==> src/design/ilst_pkg.sv <==
// shared codes, field widths and control structs for the indexed list store
`default_nettype none
package ilst_pkg;

  // fixed field widths of the request and result channels
  localparam int OP_W     = 3;
  localparam int INDEX_W  = 7;
  localparam int VALUE_W  = 32;
  localparam int STATUS_W = 2;
  localparam int COUNT_W  = 7;

  // operation codes
  localparam logic [OP_W-1:0] OP_INSERT = 3'd0;
  localparam logic [OP_W-1:0] OP_REMOVE = 3'd1;
  localparam logic [OP_W-1:0] OP_GET    = 3'd2;
  localparam logic [OP_W-1:0] OP_SET    = 3'd3;
  localparam logic [OP_W-1:0] OP_POP    = 3'd4;
  localparam logic [OP_W-1:0] OP_CLEAR  = 3'd5;

  // status codes
  localparam logic [STATUS_W-1:0] ST_OK    = 2'd0;
  localparam logic [STATUS_W-1:0] ST_RANGE = 2'd1;
  localparam logic [STATUS_W-1:0] ST_FULL  = 2'd2;
  localparam logic [STATUS_W-1:0] ST_EMPTY = 2'd3;

  // commands from controller to datapath
  typedef struct packed {
    logic load;         // latch an accepted request
    logic ptr_init;     // start the shift pointer
    logic read_target;  // read the addressed or last entry
    logic capture;      // keep the read word
    logic shift_rd;     // read the neighbor of the pointer
    logic shift_wr;     // write the neighbor word at the pointer
    logic write_value;  // write the request word at the index
    logic finish;       // commit count and load the result register
  } cmd_t;

  // status from datapath to controller
  typedef struct packed {
    logic [OP_W-1:0] op;
    logic            err;        // request refused
    logic            at_end;     // insert index equals count
    logic            ptr_last;   // pointer sits on the last live entry
    logic            step_done;  // this shift write is the last one
    logic            out_free;   // result register can take a result
  } stat_t;

endpackage
`default_nettype wire

==> src/design/ilst_req_if.sv <==
// request channel: operation, index and word with valid/ready
`default_nettype none
interface ilst_req_if;
  logic                          valid;
  logic                          ready;
  logic [ilst_pkg::OP_W-1:0]     op;
  logic [ilst_pkg::INDEX_W-1:0]  index;
  logic [ilst_pkg::VALUE_W-1:0]  value;

  modport source (output valid, output op, output index, output value, input ready);
  modport sink   (input valid, input op, input index, input value, output ready);
endinterface
`default_nettype wire

==> src/design/ilst_rsp_if.sv <==
// result channel: read word, status and count with valid/ready
`default_nettype none
interface ilst_rsp_if;
  logic                          valid;
  logic                          ready;
  logic [ilst_pkg::VALUE_W-1:0]  read_value;
  logic [ilst_pkg::STATUS_W-1:0] status;
  logic [ilst_pkg::COUNT_W-1:0]  count;

  modport source (output valid, output read_value, output status, output count,
                  input ready);
  modport sink   (input valid, input read_value, input status, input count,
                  output ready);
endinterface
`default_nettype wire

==> src/design/ilst_ram.sv <==
// generic single-write, single-read ram with registered read data
`default_nettype none
module ilst_ram #(
  parameter int WIDTH = 32,
  parameter int DEPTH = 64
) (
  input  wire logic                     clk,
  input  wire logic                     we,
  input  wire logic [$clog2(DEPTH)-1:0] waddr,
  input  wire logic [WIDTH-1:0]         wdata,
  input  wire logic [$clog2(DEPTH)-1:0] raddr,
  output logic      [WIDTH-1:0]         rdata
);

  logic [WIDTH-1:0] mem [DEPTH];

  // write port and registered read port
  always_ff @(posedge clk) begin
    if (we) begin
      mem[waddr] <= wdata;
    end
    rdata <= mem[raddr];
  end

endmodule
`default_nettype wire

==> src/design/ilst_ctrl.sv <==
// controller state machine sequencing checks, reads and entry shifts
`default_nettype none
module ilst_ctrl (
  input  wire logic          clk,
  input  wire logic          rst,
  input  wire logic          req_valid,
  output logic               req_ready,
  input  wire ilst_pkg::stat_t stat,
  output ilst_pkg::cmd_t     cmd
);

  localparam logic [2:0] S_IDLE   = 3'd0;
  localparam logic [2:0] S_CHECK  = 3'd1;
  localparam logic [2:0] S_READ   = 3'd2;
  localparam logic [2:0] S_CAPT   = 3'd3;
  localparam logic [2:0] S_SH_RD  = 3'd4;
  localparam logic [2:0] S_SH_WR  = 3'd5;
  localparam logic [2:0] S_WRITE  = 3'd6;
  localparam logic [2:0] S_FINISH = 3'd7;

  logic [2:0] state;
  logic [2:0] state_next;

  // no request is taken while reset is held
  assign req_ready = !rst && (state == S_IDLE);

  // next state and command decode
  always_comb begin
    state_next = state;
    cmd        = '0;
    case (state)
      S_IDLE: begin
        if (req_valid) begin
          cmd.load   = 1'b1;
          state_next = S_CHECK;
        end
      end
      S_CHECK: begin
        cmd.ptr_init = 1'b1;
        if (stat.err) begin
          state_next = S_FINISH;
        end else begin
          case (stat.op)
            ilst_pkg::OP_INSERT: state_next = stat.at_end ? S_WRITE : S_SH_RD;
            ilst_pkg::OP_REMOVE: state_next = S_READ;
            ilst_pkg::OP_GET:    state_next = S_READ;
            ilst_pkg::OP_POP:    state_next = S_READ;
            ilst_pkg::OP_SET:    state_next = S_WRITE;
            default:             state_next = S_FINISH;
          endcase
        end
      end
      S_READ: begin
        cmd.read_target = 1'b1;
        state_next      = S_CAPT;
      end
      S_CAPT: begin
        cmd.capture = 1'b1;
        if (stat.op == ilst_pkg::OP_REMOVE && !stat.ptr_last) begin
          state_next = S_SH_RD;
        end else begin
          state_next = S_FINISH;
        end
      end
      S_SH_RD: begin
        cmd.shift_rd = 1'b1;
        state_next   = S_SH_WR;
      end
      S_SH_WR: begin
        cmd.shift_wr = 1'b1;
        if (stat.step_done) begin
          state_next = (stat.op == ilst_pkg::OP_INSERT) ? S_WRITE : S_FINISH;
        end else begin
          state_next = S_SH_RD;
        end
      end
      S_WRITE: begin
        cmd.write_value = 1'b1;
        state_next      = S_FINISH;
      end
      S_FINISH: begin
        if (stat.out_free) begin
          cmd.finish = 1'b1;
          state_next = S_IDLE;
        end
      end
      default: begin
        state_next = S_IDLE;
      end
    endcase
  end

  // state register
  always_ff @(posedge clk) begin
    if (rst) begin
      state <= S_IDLE;
    end else begin
      state <= state_next;
    end
  end

endmodule
`default_nettype wire

==> src/design/ilst_dpath.sv <==
// datapath: request registers, count, shift pointer, entry ram and result register
`default_nettype none
module ilst_dpath #(
  parameter int CAPACITY   = 64,
  parameter int WORD_WIDTH = 32
) (
  input  wire logic                             clk,
  input  wire logic                             rst,
  input  wire ilst_pkg::cmd_t                   cmd,
  output ilst_pkg::stat_t                       stat,
  input  wire logic [ilst_pkg::OP_W-1:0]        req_op,
  input  wire logic [ilst_pkg::INDEX_W-1:0]     req_index,
  input  wire logic [ilst_pkg::VALUE_W-1:0]     req_value,
  output logic                                  rsp_valid,
  input  wire logic                             rsp_ready,
  output logic      [ilst_pkg::VALUE_W-1:0]     rsp_read_value,
  output logic      [ilst_pkg::STATUS_W-1:0]    rsp_status,
  output logic      [ilst_pkg::COUNT_W-1:0]     rsp_count
);

  localparam int AW   = $clog2(CAPACITY);
  localparam int CNTW = $clog2(CAPACITY + 1);
  localparam int CMPW = (CNTW > ilst_pkg::INDEX_W) ? CNTW : ilst_pkg::INDEX_W;
  localparam int CW   = (WORD_WIDTH > ilst_pkg::VALUE_W) ? WORD_WIDTH : ilst_pkg::VALUE_W;
  localparam int OCW  = (CNTW > ilst_pkg::COUNT_W) ? CNTW : ilst_pkg::COUNT_W;

  logic [ilst_pkg::OP_W-1:0]     op_q;
  logic [ilst_pkg::INDEX_W-1:0]  index_q;
  logic [WORD_WIDTH-1:0]         value_q;
  logic [CNTW-1:0]               count;
  logic [CNTW-1:0]               ptr;
  logic [WORD_WIDTH-1:0]         rd;

  logic [CW-1:0]                 value_ext;
  logic [CW-1:0]                 rd_ext;
  logic [CMPW-1:0]               idx_c;
  logic [CMPW-1:0]               cnt_c;
  logic [CNTW-1:0]               idx_n;
  logic [CNTW-1:0]               cnt_m1;
  logic [CNTW-1:0]               ptr_inc;
  logic [CNTW-1:0]               ptr_dec;
  logic [OCW-1:0]                count_out;
  logic [CNTW-1:0]               count_new;
  logic                          full;
  logic [ilst_pkg::STATUS_W-1:0] status_c;
  logic                          has_read;

  logic                          ram_we;
  logic [AW-1:0]                 ram_waddr;
  logic [WORD_WIDTH-1:0]         ram_wdata;
  logic [AW-1:0]                 ram_raddr;
  logic [WORD_WIDTH-1:0]         ram_rdata;

  // width adaptation of the request word
  assign value_ext = CW'(req_value);

  // request registers
  always_ff @(posedge clk) begin
    if (cmd.load) begin
      op_q    <= req_op;
      index_q <= req_index;
      value_q <= value_ext[WORD_WIDTH-1:0];
    end
  end

  // compare views of index and count
  assign idx_c   = CMPW'(index_q);
  assign cnt_c   = CMPW'(count);
  assign idx_n   = idx_c[CNTW-1:0];
  assign cnt_m1  = count - CNTW'(1);
  assign ptr_inc = ptr + CNTW'(1);
  assign ptr_dec = ptr - CNTW'(1);
  assign full    = (count == CNTW'(CAPACITY));

  // request checks
  always_comb begin
    status_c = ilst_pkg::ST_OK;
    case (op_q)
      ilst_pkg::OP_INSERT: begin
        if (full) begin
          status_c = ilst_pkg::ST_FULL;
        end else if (idx_c > cnt_c) begin
          status_c = ilst_pkg::ST_RANGE;
        end
      end
      ilst_pkg::OP_REMOVE, ilst_pkg::OP_GET, ilst_pkg::OP_SET: begin
        if (idx_c >= cnt_c) begin
          status_c = ilst_pkg::ST_RANGE;
        end
      end
      ilst_pkg::OP_POP: begin
        if (count == '0) begin
          status_c = ilst_pkg::ST_EMPTY;
        end
      end
      default: begin
        status_c = ilst_pkg::ST_OK;
      end
    endcase
  end

  // status to controller
  always_comb begin
    stat.op        = op_q;
    stat.err       = (status_c != ilst_pkg::ST_OK);
    stat.at_end    = (idx_c == cnt_c);
    stat.ptr_last  = (ptr == cnt_m1);
    stat.step_done = (op_q == ilst_pkg::OP_INSERT) ? (ptr_dec == idx_n) : (ptr_inc == cnt_m1);
    stat.out_free  = !rsp_valid || rsp_ready;
  end

  // shift pointer: insert walks down from count, remove walks up from index
  always_ff @(posedge clk) begin
    if (cmd.ptr_init) begin
      ptr <= (op_q == ilst_pkg::OP_INSERT) ? count : idx_n;
    end else if (cmd.shift_wr) begin
      ptr <= (op_q == ilst_pkg::OP_INSERT) ? ptr_dec : ptr_inc;
    end
  end

  // ram address and data selection
  always_comb begin
    ram_raddr = ptr[AW-1:0];
    if (cmd.read_target) begin
      ram_raddr = (op_q == ilst_pkg::OP_POP) ? cnt_m1[AW-1:0] : idx_c[AW-1:0];
    end else if (cmd.shift_rd) begin
      ram_raddr = (op_q == ilst_pkg::OP_INSERT) ? ptr_dec[AW-1:0] : ptr_inc[AW-1:0];
    end
    ram_we    = cmd.shift_wr || cmd.write_value;
    ram_waddr = cmd.shift_wr ? ptr[AW-1:0] : idx_c[AW-1:0];
    ram_wdata = cmd.shift_wr ? ram_rdata : value_q;
  end

  ilst_ram #(
    .WIDTH (WORD_WIDTH),
    .DEPTH (CAPACITY)
  ) u_ram (
    .clk   (clk),
    .we    (ram_we),
    .waddr (ram_waddr),
    .wdata (ram_wdata),
    .raddr (ram_raddr),
    .rdata (ram_rdata)
  );

  // read word capture
  always_ff @(posedge clk) begin
    if (cmd.capture) begin
      rd <= ram_rdata;
    end
  end

  // count after the operation
  always_comb begin
    count_new = count;
    if (status_c == ilst_pkg::ST_OK) begin
      case (op_q)
        ilst_pkg::OP_INSERT: count_new = count + CNTW'(1);
        ilst_pkg::OP_REMOVE: count_new = cnt_m1;
        ilst_pkg::OP_POP:    count_new = cnt_m1;
        ilst_pkg::OP_CLEAR:  count_new = '0;
        default:             count_new = count;
      endcase
    end
  end

  assign has_read = (status_c == ilst_pkg::ST_OK) &&
                    (op_q == ilst_pkg::OP_REMOVE || op_q == ilst_pkg::OP_GET ||
                     op_q == ilst_pkg::OP_POP);
  assign rd_ext    = CW'(rd);
  assign count_out = OCW'(count_new);

  // live count register
  always_ff @(posedge clk) begin
    if (rst) begin
      count <= '0;
    end else if (cmd.finish) begin
      count <= count_new;
    end
  end

  // result register
  always_ff @(posedge clk) begin
    if (rst) begin
      rsp_valid <= 1'b0;
    end else if (cmd.finish) begin
      rsp_valid <= 1'b1;
    end else if (rsp_ready) begin
      rsp_valid <= 1'b0;
    end
  end

  always_ff @(posedge clk) begin
    if (cmd.finish) begin
      rsp_read_value <= has_read ? rd_ext[ilst_pkg::VALUE_W-1:0] : '0;
      rsp_status     <= status_c;
      rsp_count      <= count_out[ilst_pkg::COUNT_W-1:0];
    end
  end

endmodule
`default_nettype wire

==> src/design/indexed_list_store_top.sv <==
// Indexed list store: an ordered list of words kept in a ram of CAPACITY entries.
// Requests arrive on the request channel (op, index, value) with valid/ready;
// each accepted request yields exactly one result (read_value, status, count)
// on the result channel, in request order.
// The block works on one request at a time. After acceptance every request is
// checked, then goes through these steps before the result register loads:
//   get, pop, remove of the last entry: ram read, capture of the read word
//   set, insert at the end: write of the request word
//   clear, unused op, refused request: none
//   insert: one move per entry to shift, then the write; remove: read, capture,
//   then one move per entry to shift; each move is a ram read followed by a ram write
// Request ready returns high as the result register loads.
// The result register lets a new request enter while a result is still waiting;
// if the receiver stalls, the block finishes that next request and holds in its
// final step until the result register frees, with ready low.
// Reset clears the live count and the result valid and holds request ready low;
// ram contents are not cleared and only words of live entries are ever used.
`default_nettype none
module indexed_list_store_top #(
  parameter int CAPACITY   = 64,
  parameter int WORD_WIDTH = 32
) (
  input  wire logic  clk,
  input  wire logic  rst,
  ilst_req_if.sink   request,
  ilst_rsp_if.source result
);

  ilst_pkg::cmd_t  cmd;
  ilst_pkg::stat_t stat;
  logic            req_ready;

  assign request.ready = req_ready;

  ilst_ctrl u_ctrl (
    .clk       (clk),
    .rst       (rst),
    .req_valid (request.valid),
    .req_ready (req_ready),
    .stat      (stat),
    .cmd       (cmd)
  );

  ilst_dpath #(
    .CAPACITY   (CAPACITY),
    .WORD_WIDTH (WORD_WIDTH)
  ) u_dpath (
    .clk            (clk),
    .rst            (rst),
    .cmd            (cmd),
    .stat           (stat),
    .req_op         (request.op),
    .req_index      (request.index),
    .req_value      (request.value),
    .rsp_valid      (result.valid),
    .rsp_ready      (result.ready),
    .rsp_read_value (result.read_value),
    .rsp_status     (result.status),
    .rsp_count      (result.count)
  );

endmodule
`default_nettype wire

==> src/flat_wrapper.sv <==
// flat-port wrapper written by rule: the top's interface ports become plain ports
module indexed_list_store_top_flat 
#(
  parameter int CAPACITY   = 64,
  parameter int WORD_WIDTH = 32
)
  (clk, rst, request_valid, request_op, request_index, request_value, request_ready, result_valid, result_read_value, result_status, result_count, result_ready);
  ilst_req_if request_i ();
  ilst_rsp_if result_i ();
  input  wire logic clk;
  input  wire logic rst;
  input wire logic [$bits(request_i.valid)-1:0] request_valid;
  input wire logic [$bits(request_i.op)-1:0] request_op;
  input wire logic [$bits(request_i.index)-1:0] request_index;
  input wire logic [$bits(request_i.value)-1:0] request_value;
  output wire logic [$bits(request_i.ready)-1:0] request_ready;
  output wire logic [$bits(result_i.valid)-1:0] result_valid;
  output wire logic [$bits(result_i.read_value)-1:0] result_read_value;
  output wire logic [$bits(result_i.status)-1:0] result_status;
  output wire logic [$bits(result_i.count)-1:0] result_count;
  input wire logic [$bits(result_i.ready)-1:0] result_ready;
  assign request_i.valid = request_valid;
  assign request_i.op = request_op;
  assign request_i.index = request_index;
  assign request_i.value = request_value;
  assign request_ready = request_i.ready;
  assign result_valid = result_i.valid;
  assign result_read_value = result_i.read_value;
  assign result_status = result_i.status;
  assign result_count = result_i.count;
  assign result_i.ready = result_ready;
  indexed_list_store_top #(.CAPACITY(CAPACITY), .WORD_WIDTH(WORD_WIDTH)) u_core (.clk(clk), .rst(rst), .request(request_i), .result(result_i));
endmodule
==> config.mk <==
export PLATFORM = sky130hd
export DESIGN_NAME = indexed_list_store_top_flat
export DESIGN_NICKNAME = d
export VERILOG_FILES = /design/src/design/ilst_pkg.sv /design/src/design/ilst_req_if.sv /design/src/design/ilst_rsp_if.sv /design/src/design/ilst_ram.sv /design/src/design/ilst_ctrl.sv /design/src/design/ilst_dpath.sv /design/src/design/indexed_list_store_top.sv /design/src/flat_wrapper.sv
export SDC_FILE = /design/constraint.sdc
export NUM_CORES = 2
export LEC_CHECK = 0
export BUFFER_PORTS_ARGS = -buffer_cell sky130_fd_sc_hd__buf_2
export CAP_MARGIN = 20
export CORE_ASPECT_RATIO = 1.1
export CORE_MARGIN = 4
export CORE_UTILIZATION = 55
export CTS_CLUSTER_DIAMETER = 30
export DETAILED_ROUTE_END_ITERATION = 8
export PLACE_DENSITY = 0.76
export SLEW_MARGIN = 10
export SYNTH_ARGS = -nofsm -noshare
export SYNTH_HDL_FRONTEND = slang
export SYNTH_SLANG_ARGS = --single-unit
==> constraint.sdc <==
create_clock -name clk -period 6.8 [get_ports clk]
set_input_delay 0.34 -clock clk [delete_from_list [all_inputs] [get_ports clk]]
set_output_delay 0.34 -clock clk [all_outputs]
set_load 0.005 [all_outputs]
Yosys cells after proc, flatten, opt, wreduce, memory -nomap -nowiden
Memory sizes are Yosys's and may differ from the RTL's. A register that Yosys moved wholly into a read port is not among the register bits.
Cells that the tools add are included.
- register bits after elaboration: 133
- memory bits (writable): 2048
- memories kept: 1
- output and inout bits: 43
- add/subtract/negate cells: 4
- mux-type cells: 41
- reductions and logical operators: 21
- eq/ne operators: 19
- $lt $le $gt $ge: 2
- memories (name ; depth ; bits a word ; read ports ; clocked after Yosys merged registers in ; wr ports ; RTL line ; RTL):
    u_core.u_dpath.u_ram.mem ; 64 ; 32 ; 1 ; 1 ; 1 ; ilst_ram.sv:15 ; logic [WIDTH-1:0] mem [DEPTH];
- operators by type and width (cell ; count):
    7-bit 2-to-1 mux ; 5
    32-bit 2-to-1 mux ; 1
    6-bit 2-to-1 mux ; 5
    7-bit == test ; 4
    3-bit case mux with 8 select lines ; 1
    7-bit case mux with 3 select lines ; 1
    3-bit == test (second input constant) ; 6
    1-bit 2-to-1 mux ; 18
    7-bit by 1-bit adder with 7-bit output (second input constant) ; 2
    7-bit by 1-bit subtractor with 7-bit output (second input constant) ; 2
    3-bit by 2-bit == test with 1-bit output (second input constant) ; 4
    2-bit 2-to-1 mux ; 5
    3-bit 2-to-1 mux ; 3
    3-bit case mux with 3 select lines ; 1
    7-bit == test (second input constant) ; 1
    7-bit >= comparator ; 1
    7-bit > comparator ; 1
    7-bit zero test ; 1
    3-bit by 1-bit == test with 1-bit output (second input constant) ; 2
    3-bit zero test ; 2
    2-bit case mux with 3 select lines ; 1
    2-bit nonzero test ; 3
    3-bit OR reduction ; 2
    1-bit logical OR ; 4
    7 further kinds ; 11

Depth between registers and ports, before layout
- depth after elaboration: 7
- gate-level depth with buffers: 14
- mapped depth without buffers: 10

Hierarchy
Synthesis repeated with hierarchy kept, for this count alone.
- cell total of the unflattened synthesis: 3846
- area, all modules: 85174.2 µm²
- by module, submodules not included (module ; seq. area each (µm²) ; instances ; cells an instance ; area each (µm²)):
    ilst_ram ; 62139.6 ; 1 ; 3324 ; 78515.3
    ilst_dpath ; 3823.7 ; 1 ; 482 ; 6356.1
    ilst_ctrl ; 60.1 ; 1 ; 40 ; 302.8

Worst setup path after synthesis
No wires, ideal clock.
- path type: reg2reg
- from: register u_core.u_ctrl.state[2]
- to: register u_core.u_dpath.index_q (netlist bit u_core.u_dpath.idx_c[0]) (enable)
- arrival time: 5229 ps
- slack: 1010 ps
- period minus slack after synthesis: 5790 ps
- stages on the path, launching flop included: 5
- cell sequence: dfxtp_1 > clkbuf_2 > buf_4 > clkbuf_1 > nor4b_1
- RTL lines (element ; RTL line ; RTL):
    from (decl) ; ilst_ctrl.sv:21 ; logic [2:0] state;
    from (signal assigned) ; ilst_ctrl.sv:98 ; state <= state_next;
    to (signal assigned) ; ilst_dpath.sv:61 ; index_q <= req_index;
    to (decl) ; ilst_dpath.sv:28 ; logic [ilst_pkg::INDEX_W-1:0] index_q;

Final worst setup path
- from: register u_core.u_ctrl.state[1]
- to: memory u_core.u_dpath.u_ram.mem[38][11] (enable)
- longest elaborated chain between the ends: 5
- elaborated cells on any way between the ends: 8
- RTL lines (element ; RTL line ; RTL):
    3-bit == test ; ilst_ctrl.sv:31 ; case (state)
    1-bit 2-to-1 mux ; ilst_ctrl.sv:31 ;
    1-bit logical OR ; ilst_dpath.sv:129 ; ram_we = cmd.shift_wr || cmd.write_value;
    1-bit 2-to-1 mux ; ilst_ram.sv:19 ; if (we) begin
    1-bit 2-to-1 mux (implied by the code) ; ilst_ram.sv:20 ; mem[waddr] <= wdata;
    to (decl) ; ilst_ram.sv:15 ;
Parallel ways exist; a longest one is shown, timed or not.

==> impl_metrics.env <==
export IMPL_post_route_period_util=0.790
export IMPL_power_density_nw_per_um2=488
export IMPL_fin_ws_ps=1430
export IMPL_dp_hpwl_um=133000
export IMPL_drt_iter0_drc=8155
export IMPL_crit_arrival_ps=5980
export IMPL_yosysWarnings=0
export IMPL_grt_util_all_layers=0.305
export IMPL_ys_types=87
export IMPL_grt_pass1_wl_um=350000
export IMPL_hp_start="request_value[26]"
export IMPL_clock_path_buffers=4
export IMPL_cts_root_buf="clkbuf_16"
export IMPL_power_share_clock=0.374
export IMPL_cts_tree="built"
export IMPL_async_flop_share=0
export IMPL_nets=4456
export IMPL_fin_worst_skew_ps=106
export IMPL_worst_slew_pin_slew_ps=1200
export IMPL_relSlewSlack=0.194
export IMPL_clk_latency_ps=990
export IMPL_path_clk_slew_ps=70
export IMPL_first_pass_iters=8
export IMPL_ys_seq_area_frac=0.774
export IMPL_grt_max_degree=86
export IMPL_ios=89
export IMPL_ir_drop_mv=0.337
export IMPL_num_rows=151
export IMPL_die_area_um2=162000
export IMPL_vias=46675
export IMPL_io_buffer_count=88
export IMPL_start_kind="flip-flop"
export IMPL_synth_edf_count=2170
export IMPL_min_period_ps=5370
export IMPL_postRouteAntennaNets=0
export IMPL_rsz0062_at_grt="false"
export IMPL_ys_flop_type="edfxtp_1"
export IMPL_coreArea_um2=154000
export IMPL_leakagePower_nw=33.1
export IMPL_setup_violations=0
export IMPL_cap_violations=0
export IMPL_post_cts_buffers=0
export IMPL_synth_seq_cells=2213
export IMPL_hold_viol=0
export IMPL_initial_utilization=0.554
export IMPL_numCtsBuffers=362
export IMPL_fmax_mhz=186
export IMPL_wire_per_inst_um=36.4
export IMPL_clock_sinks=2213
export IMPL_antenna_found_initial=23
export IMPL_endpoint_kind="flip-flop"
export IMPL_final_common_cell="edfxtp_1"
export IMPL_status="completed"
export IMPL_power_frac_seq=0.331
export IMPL_htreeDepth=5
export IMPL_switchingPower_mw=16.5
export IMPL_syn2layout_area_growth_pct=20.0
export IMPL_drv_slew=0
export IMPL_syn_inst=3948
export IMPL_drive_gt1_frac=0.323
export IMPL_crit_type="reg2reg"
export IMPL_synth_nets=4005
export IMPL_setup_tns_ps=0
export IMPL_avgSynthCellArea_um2=21.6
export IMPL_switching_share=0.330
export IMPL_reg2reg_depth=10
export IMPL_drt_total_wl_um=246000
export IMPL_p_comb_frac=0.295
export IMPL_chipHeight_um=421
export IMPL_overflow=0
export IMPL_drc=0
export IMPL_holdPathStages=2
export IMPL_die_x_um=384
export IMPL_hp_class="in2reg"
export IMPL_p_total_mw=50.0
export IMPL_syn_area_um2=85300
export IMPL_pre_cts_ws_ps=1620
export IMPL_cp_required_ps=7410
export IMPL_cp_max_fo=24
export IMPL_mostFrequentLayoutCells="edfxtp_1 (2,170), mux4_2 (497), clkbuf_16 (369), buf_4 (133), nand2_1 (96)"
export IMPL_gp_congestion=0.913
export IMPL_startpoint="u_core.u_ctrl.state[1]"
export IMPL_reg2reg_from="u_core.u_ctrl.state[1]"
export IMPL_grt_pass1_vias=46840
export IMPL_p_int_mw=33.5
export IMPL_via_per_inst=6.90
==> power groups by stage <==
stage,combinational (mW),sequential (mW),clock (mW)
floorplan,8.98,16.5,0
global placement,13.8,16.8,0
detailed placement,14.0,16.8,0
CTS,14.4,16.5,18.8
global route,15.2,16.5,19.5
finish,14.8,16.5,18.7
==> cells in the mapped netlist (all sizes together) (8+ instances only) <==
library cell / instances / area [um^2]
o21ai: 80 / 400
and4: 25 / 219
dfxtp: 43 / 861
clkbuf: 48 / 183
a21o: 8 / 60.1
and3: 22 / 138
nand4: 16 / 100
ha: 11 / 138
buf: 170 / 988
nand3: 60 / 300
inv: 16 / 60.1
nand2: 99 / 374
mux2: 52 / 593
a22oi: 86 / 651
xnor2: 19 / 166
mux4: 497 / 11200
a21oi: 30 / 150
edfxtp: 2170 / 65200
a22o: 11 / 96.3
o22ai: 15 / 100
xor2: 17 / 149
nor3: 13 / 65.1
o211ai: 11 / 92.6
nor2: 123 / 488
nor4: 10 / 90.1
mux2i: 75 / 754
o31ai: 9 / 67.6
a221oi: 72 / 631
a31oi: 8 / 50.1
and2: 44 / 275
==> final timing paths <==
path	slack [ps]	endpoint
max reg2reg	1430	u_core.u_dpath.u_ram.mem[38][11]
min	90	u_core.u_dpath.value_q[26]
min reg2reg	440	u_core.u_dpath.rd[6]
max	1430	u_core.u_dpath.u_ram.mem[38][11]
==> worst max-delay path, cell delays in order, from the launching register on <==
cell,delay (ps)
dfxtp_1,740
inv_1,210
nand2_1,190
inv_1,200
nand2_2,510
buf_4,460
mux2i_1,620
and3b_1,350
nand2_1,470
nor2_4,930
buf_4,360
==> through the flow <==
| stage | utilization | std cells | hold WS (ps) | instance area [um^2] |
|---|---|---|---|---|
| finish | 0.665 | 6769 | 89.4 | 102000 |
| floorplan | - | 3948 | 404 | 85300 |
| global route | 0.664 | 6758 | 79.8 | 102000 |
| CTS | 0.663 | 6743 | 54.2 | 102000 |
| detailed placement | 0.579 | 6042 | 422 | 89300 |
| global placement | 0.578 | 6030 | 415 | 89100 |
==> per-layer routing <==
| metal | wire length (um) | track usage | vias up |
|---|---|---|---|
| met1 | 80200 | 0.393 | 23904 |
| met4 | 15800 | 0.162 | 16 |
| met2 | 117000 | 0.468 | 4258 |
| met3 | 33800 | 0.0980 | 773 |
| met5 | 123 | 0 | - |
| li1 | - | - | 17724 |
==> cells by family after synthesis <==
family,Yosys count,share of synthesized area
buffers and inverters,234,0.0144
AOI/OAI and AO/OA,371,0.0314
muxes,624,0.147
xor gates and xnor gates,36,0.00369
and+or+nand+nor,459,0.0284
DFF,2213,0.774
adders and majority gates,11,0.00161
==> sequential cells by signal, indices dropped and copies added, names as in the netlist <==
register                       count
u_core.u_dpath.op_q                3
u_core.u_dpath.idx_c               7
u_core.u_dpath.u_ram.rdata        32
u_core.u_dpath.ptr                 7
u_core.u_dpath.value_q            32
u_core.u_dpath.rsp_status          2
u_core.u_dpath.rsp_valid           1
u_core.u_dpath.cnt_c               7
u_core.u_dpath.rd                 32
u_core.u_ctrl.state                3
u_core.u_dpath.rsp_read_value     32
u_core.u_dpath.u_ram.mem        2048
u_core.u_dpath.rsp_count           7
==> final cells by class <==
cell class                 count  area, um^2
clock inverter               259        3040
fill                        8998       51700
clock buffer                 396        9390
inverter                      16        60.1
tap                         2065        2580
timing repair buffer         305        2650
antenna                       14        35.0
sequential                  2213       66000
multi-input combinational   1501       18700
==> timing repair <==
action,in CTS,in global routing
hold buffers,46,0
hold endpoints to repair,53,0
gates resized for setup,0,0
(Power assumes the default switching activity.)
